### src/hdl/ssd_pkg.sv
package ssd_pkg;

	localparam int THR_W     = 4;
	localparam int AXIS_IN_W = 16;
	localparam int APB_DW    = 32;
	localparam int APB_AW    = 3;

	localparam logic [THR_W-1:0] THR_RESET = 4'd7;

	// Register index taken from paddr[2]
	localparam logic REG_EQUAL_THRESHOLD = 1'b0;

	typedef struct packed {
		logic push;
		logic ready;
	} hist_ctrl_t;

endpackage

### src/hdl/ssd_cfg.sv
module ssd_cfg (
	input  logic                        clk,
	input  logic                        arst_n,
	input  logic                        psel,
	input  logic                        penable,
	input  logic                        pwrite,
	input  logic [ssd_pkg::APB_AW-1:0]  paddr,
	input  logic [ssd_pkg::APB_DW-1:0]  pwdata,
	output logic [ssd_pkg::APB_DW-1:0]  prdata,
	output logic                        pready,
	output logic [ssd_pkg::THR_W-1:0]   equal_threshold
);
	import ssd_pkg::*;

	logic                wr_en;
	logic                reg_sel;
	logic [THR_W-1:0]    thr_q;

	assign pready  = 1'b1;
	assign reg_sel = (paddr[2] == REG_EQUAL_THRESHOLD);
	assign wr_en   = psel & penable & pwrite & pready & reg_sel;

	always_ff @(posedge clk or negedge arst_n) begin
		if (!arst_n) begin
			thr_q <= THR_RESET;
		end else if (wr_en) begin
			thr_q <= pwdata[THR_W-1:0];
		end
	end

	always_comb begin
		prdata = '0;
		if (reg_sel) begin
			prdata = APB_DW'(thr_q);
		end
	end

	assign equal_threshold = thr_q;

endmodule

### config.mk
export PLATFORM = sky130hd
export DESIGN_NAME = ssd_cfg
export DESIGN_NICKNAME = d
export VERILOG_FILES = /design/src/hdl/ssd_pkg.sv /design/src/hdl/ssd_cfg.sv
export SDC_FILE = /design/constraint.sdc
export NUM_CORES = 1
export LEC_CHECK = 0
export ABC_AREA = 1
export BUFFER_PORTS_ARGS = -buffer_cell sky130_fd_sc_hd__buf_2
export CELL_PAD_IN_SITES_DETAIL_PLACEMENT = 2
export CELL_PAD_IN_SITES_GLOBAL_PLACEMENT = 2
export CORE_UTILIZATION = 10
export DETAILED_ROUTE_END_ITERATION = 16
export GPL_ROUTABILITY_DRIVEN = 0
export PLACE_DENSITY_LB_ADDON = 0.2
export SLEW_MARGIN = 15
export SYNTH_ARGS = -nofsm -noshare
export SYNTH_HDL_FRONTEND = slang
export SYNTH_SLANG_ARGS = --single-unit
### constraint.sdc
create_clock -name clk -period 1 [get_ports clk]
set_clock_uncertainty 0.05 [all_clocks]
set_input_delay 0.1 -clock clk [delete_from_list [all_inputs] [get_ports clk]]
set_output_delay 0.1 -clock clk [all_outputs]
set_load 0.02 [all_outputs]
==> results.md <==
* Outcome: finished, violations left
* Failing checks: negative setup slack
* Crit-path max FO at 2
* Total Wirelength at 1034 um
* Ports at 77
* Max clock buf depth at 2
* Max incr delay on CP at 0.53 ns
* Design area at 615.6 um^2
* DRC viols at 0
* IO Port Bufs at 17
* Maximum clock frequency at 0.8645 GHz
* Vias at 347
* #FFs+latches synth at 4
* CP Capture Type: output pin
* GRT Util Overall at 5.169%
* Largest family of logic cells by synthesized area: buffers and inverters
* Final hold viol count at 0
* CTS root buffer: clkbuf_8
* Core ar. at 4115 um^2
* Cell Pwr Density at 1659 nW/um^2
* CTS tree: built
* Final worst-path cycle share at 115.7%
* Buffers plus inverters on the worst setup path at 2
* Compound-Gate Fraction of Synth Area at 0%
* Layout Nets at 126
* XOR/XNOR Fraction of Synth Area at 0%
* Max-Cap Viols at 0
* Starting DRT DRC Count at 22
* Period minus WS final at 1.157 ns
* Post-DP HPWL at 884.9 um
* Row count at 23
* Post-Synth Adder-Cell Area at 0%
* Antenna violations before repair at 0
* Die height at 68.55 um
* Yosys warns at 0
* Crit Path Class: flop to output pin
* Most frequent cells in the layout: conb_1, buf_2, nand2_1, buf_4, buf_6
* First-pass GRT wire length at 1580 um
* DR pass1 iterations at 2
* CP cell instances: inv_2 > nor2_2 > buf_6
* Mux cell area share after synthesis at 0%
* Later-pin clock latency in the skew report at 0.22 ns
* Pins Over Slew Limit at 0
* Cell area after synthesis at 442.9 um^2
* Cts bufs inserted at 3
* Hold Crit Class: input port to flop
* Post-route ant nets at 0
* Max FFs per register at 4
* Leak at 0.3526 nW
* DP Area at 481.7 um^2
* Cell variety after synth at 10
* Mean Syn Cell Area at 7.382 um^2
* Post-route total power at 1.021 mW
* Vias in the first global route at 324
* DR vias/cell at 2.570
* Slowest CP cell: dfstp_2
* Num Clock Sinks at 4
* Commonest non-fill, non-tap cell in the layout: conb_1
* Worst path top cell family by delay: flip-flops
* Final setup fails at 7
* RSZ-0062 raised after global routing: yes
* H-Tree Depth at 1
* Die span in x at 68.55 um
* Die area at 4699 um^2
* Critical Path RT at 0.85 ns
* Cells after Synth at 60
* Wirelength per Cell at 7.659 um
* Crit path DAT at 1.01 ns
* Initial core utilization at 10.76%
* Share of cells above drive strength 1 at 42.35%
* N_diodes at 0
* Area Overhead vs Synth at 38.98%
* VDD IR max at 0.0002183 V
* Startpoint types: flop
* Clock transition time at the flip-flop clock pins of the worst setup and hold paths at 0.03 ns
* Worst Slack Setup Final at -0.1568 ns
* GR Overflow Total at 0
* Seq/Total Area, Yosys at 23.45%
* Synthesized-area fraction occupied by and/or/nand/nor cells at 20.62%
* Pin count of the biggest net entering global routing at 6
==> routing by layer <==
metal  vias to the layer above  GRT usage, %  wire, um
met1                       152         5.523       406
met2                        28         7.230       504
met3                         0         3.289       124
met5                         -             0         0
li1                        167             -         -
met4                         0         3.906         0
==> power by group <==
group          total (mW)  internal [mW]  switching (mW)
clock               0.365          0.273          0.0921
sequential          0.236          0.211          0.0250
combinational       0.420          0.162           0.258
==> synthesized netlist by cell type <==
library cell	instances	area (um^2)
nand2_1	9	33.78
dfrtp_1	1	25.02
inv_1	6	22.52
nand3_1	4	20.02
dfstp_2	3	78.83
nor2_4	1	11.26
buf_4	29	217.7
conb_1	2	7.510
nor2_1	4	15.01
nand2_4	1	11.26
==> path summary, 6_finish.rpt <==
kind	startpoint	end	slack, ns	depth (start not counted)
setup / recovery	equal_threshold[2]$_DFFE_PN1P_	prdata[2]	-0.16	3
hold / removal	pwdata[0]	equal_threshold[0]$_DFFE_PN1P_	0.05	3
setup reg to reg	equal_threshold[0]$_DFFE_PN1P_	equal_threshold[0]$_DFFE_PN1P_	0.05	4
hold reg to reg	equal_threshold[1]$_DFFE_PN1P_	equal_threshold[1]$_DFFE_PN1P_	0.54	3
max in group asynchronous	arst_n	equal_threshold[0]$_DFFE_PN1P_	0.52	2
min in group asynchronous	arst_n	equal_threshold[3]$_DFFE_PN0P_	0.17	2
==> timing repair <==
item / CTS / global route
hold buffers: 1 / 0
pin swaps: 1 / 2
setup buffers: 5 / 0
hold endpoints to repair: 4 / 0
setup endpoints to repair: 7 / 7
gates resized for setup: 14 / 2
==> cells by family after synthesis <==
group | after synthesis
other | 2
flip-flops | 4
buffers and inverters | 35
AND/OR/NAND/NOR | 19
==> through the flow <==
stage | cells | setup slack, ns | setup TNS [ns] | utilization, % | hold slack, ns
after CTS | 135 | -0.1773 | -0.8733 | 14.84 | 0.05168
after detailed placement | 125 | 0.03123 | 0 | 11.71 | -0.1349
after global placement | 125 | 0.03302 | 0 | 11.71 | -0.1408
final | 135 | -0.1568 | -0.7816 | 14.96 | 0.05437
after global routing | 135 | -0.2158 | -1.134 | 14.96 | 0.07201
after floorplan | 87 | 0.01855 | 0 | - | -0.2456
==> layout make-up <==
type	instances	area (um^2)
timing repair buffer	23	168.9
multi-input combinational	48	212.7
inverter	6	22.52
clock buffer	4	45.04
fill	504	3500
tap	50	62.56
sequential	4	103.9
==> worst register-to-register path, delay by kind of cell (launching register included) <==
family,cells,cell delay (ns)
flip-flops,1,0.54
buffers and inverters,2,0.21
AND/OR/NAND/NOR,2,0.09
Power figures use the tool's default switching activity.
