## config.mk

```make
export PLATFORM = sky130hd
export DESIGN_NAME = ssd_history
export DESIGN_NICKNAME = d
export VERILOG_FILES = /design/src/hdl/ssd_pkg.sv /design/src/hdl/ssd_history.sv
export SDC_FILE = /design/constraint.sdc
export NUM_CORES = 1
export LEC_CHECK = 0
export BUFFER_PORTS_ARGS = -buffer_cell sky130_fd_sc_hd__buf_4
export CORE_ASPECT_RATIO = 1.2
export CORE_UTILIZATION = 30
export DETAILED_ROUTE_END_ITERATION = 10
export PLACE_DENSITY = 0.5
export SETUP_SLACK_MARGIN = 0.3
export SYNTH_ARGS = -nofsm -noshare
export SYNTH_HDL_FRONTEND = slang
export SYNTH_SLANG_ARGS = --single-unit
```

## constraint.sdc

```tcl
create_clock -name clk -period 0.9 [get_ports clk]
set_clock_uncertainty 0.05 [all_clocks]
set_input_delay 0.135 -clock clk [delete_from_list [all_inputs] [get_ports clk]]
set_output_delay 0.135 -clock clk [all_outputs]
set_load 0.01 [all_outputs]
```

## src/hdl/ssd_pkg.sv

```systemverilog
package ssd_pkg;

	localparam int THR_W     = 4;
	localparam int AXIS_IN_W = 16;
	localparam int APB_DW    = 32;
	localparam int APB_AW    = 3;

	localparam logic [THR_W-1:0] THR_RESET = 4'd7;

	// Register index taken from paddr[2]
	localparam logic REG_EQUAL_THRESHOLD = 1'b0;

	typedef struct packed {
		logic push;
		logic ready;
	} hist_ctrl_t;

endpackage

```

## src/hdl/ssd_history.sv

```systemverilog
module ssd_history #(
	parameter int HISTORY_DEPTH = 8,
	parameter int SAMPLE_BITS   = 16
) (
	input  logic                                       clk,
	input  logic                                       arst_n,
	input  ssd_pkg::hist_ctrl_t                        ctrl,
	input  logic signed [ssd_pkg::AXIS_IN_W-1:0]       accel_x,
	input  logic signed [ssd_pkg::AXIS_IN_W-1:0]       accel_y,
	input  logic signed [ssd_pkg::AXIS_IN_W-1:0]       accel_z,
	output logic [HISTORY_DEPTH-1:0][3*SAMPLE_BITS-1:0] rows
);
	import ssd_pkg::*;

	localparam int ROW_W = 3 * SAMPLE_BITS;

	logic [HISTORY_DEPTH-1:0][ROW_W-1:0] hist_q;
	logic [ROW_W-1:0]                    front;

	always_comb begin
		if (ctrl.ready) begin
			front = {SAMPLE_BITS'(accel_z), SAMPLE_BITS'(accel_y), SAMPLE_BITS'(accel_x)};
		end else begin
			front = hist_q[0];
		end
	end

	always_ff @(posedge clk or negedge arst_n) begin
		if (!arst_n) begin
			for (int i = 0; i < HISTORY_DEPTH; i++) begin
				hist_q[i] <= {SAMPLE_BITS'(i + 2), SAMPLE_BITS'(i + 1), SAMPLE_BITS'(i)};
			end
		end else if (ctrl.push) begin
			for (int i = HISTORY_DEPTH - 1; i > 0; i--) begin
				hist_q[i] <= hist_q[i-1];
			end
			hist_q[0] <= front;
		end
	end

	assign rows = hist_q;

endmodule

```

==> flow_metrics.tcl <==
set metrics [dict create \
    terminus_of_the_critical_flop_to_flop_path "rows[56]" \
    p_switching_mw 23.5 \
    worstHoldPathCells 2 \
    crit_path_cell_trace "buf_6" \
    worst_slack_ns -0.529 \
    global_route.usage.total_pct 17.1 \
    clockRootBuffer "sky130_fd_sc_hd__clkbuf_16" \
    final_count_of_negative_setup_slack_endpoints 1101 \
    standard_cell_core_area_sq_um 46900 \
    critical_path.max_fanout 3 \
    timing.rr.start "rows[8]" \
    ys_top_cells_by_area "sky130_fd_sc_hd__dfrtp_1 (61%), sky130_fd_sc_hd__mux2_2 (28%), sky130_fd_sc_hd__dfstp_2 (7.2%)" \
    status "finished with violations" \
    p_sw_share_pct 28.6 \
    dpl_worst_slack_ns -0.317 \
    power.share.clock_pct 20.4 \
    die-height_um 241 \
    critical_path_buf_inv_count 1 \
    yosysSeqAreaShare_pct 67.9 \
    final_util_pct 57.8 \
    finalCriticalPeriod_ns 1.43 \
    routed_wl_um 42900 \
    tightestPinTransition_ns 0.694 \
    hp-class "input pin to register" \
    comb_power_share_pct 45.1 \
    largest_register_ff_count 384 \
    post_drt_wl_per_cell_um 17.8 \
    violations_in_the_final_reports "negative hold slack, negative setup slack" \
    fmax_achieved_mhz 700 \
    cap_violations 0 \
    floorplan.initialDensity_pct 30.3 \
    report.power.total_mw 82.1 \
    ctsLongestPathBuffers 3 \
    die_area_sq_um 48300 \
    numCtsBuffers 43 \
    viasPerCell 4.29 \
    detailed_router_s_first_iteration_violation_count 276 \
    tritoncts_num_sinks 384 \
    synth_top_area_cell "sky130_fd_sc_hd__dfrtp_1" \
    firstDrtPassIters 4 \
    internal-power_mw 58.6 \
    hold_violation_total_from_the_final_report 46 \
    static-leakage-power_nw 13.5 \
    syn-mean-instance-area_sq_um 17.5 \
    cellPowerDensity_nw_per_um2 3030 \
    post_synth_instance_area_sq_um 14200 \
    postSynthRegisterBits 384 \
    fillers 3716 \
    nets 1800 \
    timing.critical_path.arrival_ns 1.24 \
    first_global_vias 10700 \
    clock_latency_ns 0.56 \
    grt_start_max_net_pins 72 \
    critical-path-slowest-cell "sky130_fd_sc_hd__dfstp_2" \
    place.port_buffers 435 \
    fp.dieW_um 201 \
    timing.critical_path.slowest_cell_delay_ns 0.57 \
    maxSlewHeadroom_pct 53.6 \
    total_number_of_h_tree_levels 2 \
    floorplan.rows 87 \
    postSynthCellCount 811 \
    dp_hpwl_um 27400 \
    setup_repair_after_global_routing_missed_its_margin "true" \
    stdcell_count 2406 \
    cts.reportedPaths.clkPinSlew_ns 0.06 \
    worst_ep_required_time_ns 0.71 \
    grt_remaining_overflow 0 \
    route.vias.total 10300 \
    sort_of_element_at_the_start_of_the_critical_path "register" \
    area_growth_pct 90.6 \
    timing.final.crit_share_pct 159 \
    synth_largest_type_area_fraction_pct 60.7 \
    sequential_share_of_power_pct 34.5 \
    drcViolationCount 0 \
    global_route_wire_length_before_repair_um 64100 \
    place.detailed.instances 1886 \
    reg2reg_slack_ns -0.24 \
    final_layout_size_suffix_gt1_share_pct 80.1 \
    antenna_violating_nets_post_route 0 \
    cts_tree "yes" \
    holdCritStartpoint "accel_z[11]" \
    timing_worst_setup_path_type "register to output port" \
    initial_antenna_violation_count 0 \
    total_inserted_antenna_cells 0 \
    reg2reg_depth 4 \
    worst_case_hold_path_end_point "rows[43]" \
    yosys_warnings 0 \
    place_congestion 0.730 \
    max_slew_vio_count 0 \
    synth_fp_nets 863 \
    worst_ir_drop_vdd_uv 1490 \
    worst_path_dominant_cell_family "flip-flops" \
    top_ports 436 \
    hold_ws_ns -0.251 \
    synth_cell_type_count 8 \
    worst_setup_path_end_kind "output port" \
]
==> power groups by stage <==
stage                     clock (mW)  combinational, mW  sequential, mW
after floorplan                    0               7.74            29.6
final                           16.8               37.0            28.3
after global routing            18.0               39.1            29.0
after detailed placement           0               21.3            28.4
after global placement             0               21.2            28.3
after CTS                       17.3               33.3            28.3
==> worst max path at each step <==
stage | from | to | slack [ns] | depth (start not counted)
after floorplan | ctrl[1] | rows[293] | -0.09 | 4
after global placement | ctrl[1] | rows[366] | -0.31 | 4
after detailed placement | ctrl[1] | rows[370] | -0.32 | 4
after CTS | rows[194] | rows[194] | -0.57 | 1
after global routing | rows[194] | rows[194] | -0.57 | 1
final | rows[194] | rows[194] | -0.53 | 1
==> stage by stage <==
| stage | TNS (ns) | cell area, sq um | hold slack [ns] |
|---|---|---|---|
| floorplan | -7.80 | 15700 | -0.211 |
| global placement | -91.53 | 19900 | -0.0979 |
| detailed placement | -94.29 | 19900 | -0.0989 |
| CTS | -223.15 | 25700 | -0.293 |
| global route | -275.56 | 27100 | -0.280 |
| finish | -217.90 | 27100 | -0.251 |
==> timing repair <==
item | in CTS | in global routing
endpoints found under the hold margin | 432 | 430
hold buffers | 3 | 1
setup buffers | 316 | 121
resized for setup | 538 | 139
setup endpoints to repair | 768 | 1152
==> final cells by class <==
type / instances / area (sq um) / area share, %
timing repair buffer: 934 / 9820 / 36.2
clock buffer: 65 / 1260 / 4.64
multi-input combinational: 385 / 5500 / 20.3
tap: 623 / 779 / 2.88
clock inverter: 15 / 91.3 / 0.337
sequential: 384 / 9670 / 35.7
==> cell usage after synthesis (all sizes together) <==
cell type	instances
buf	42
dfrtp	345
dfstp	39
mux2	384
nand2	1
==> routing by layer <==
| metal | routed length (um) | up-vias | track usage (%) |
|---|---|---|---|
| li1 | - | 4754 | - |
| met5 | 0 | - | 0 |
| met4 | 1270 | 0 | 6.11 |
| met3 | 2250 | 69 | 4.54 |
| met1 | 17700 | 5238 | 21.1 |
| met2 | 21700 | 257 | 28.8 |
==> cells by family after synthesis <==
family / after synthesis / share of synthesized area (%)
DFF: 384 / 67.9
and+or+nand+nor: 1 / 0.0264
muxes: 384 / 30.4
buffers and inverters: 42 / 1.68
==> cell usage in the layout, fill, tap and decap left out <==
master and instances:
sky130_fd_sc_hd__clkbuf_8 10, sky130_fd_sc_hd__dfrtp_2 6, sky130_fd_sc_hd__mux2_4 307, sky130_fd_sc_hd__clkinvlp_4 2
sky130_fd_sc_hd__inv_6 3, sky130_fd_sc_hd__mux2_2 77, sky130_fd_sc_hd__clkinv_2 10, sky130_fd_sc_hd__buf_12 27
sky130_fd_sc_hd__clkbuf_16 43, sky130_fd_sc_hd__dfrtp_1 339, sky130_fd_sc_hd__nand2_8 1, sky130_fd_sc_hd__buf_8 2
sky130_fd_sc_hd__buf_4 250, sky130_fd_sc_hd__dfstp_2 39, sky130_fd_sc_hd__dlygate4sd3_1 3, sky130_fd_sc_hd__clkbuf_1 12
sky130_fd_sc_hd__buf_6 652
(Power assumes the default switching activity.)
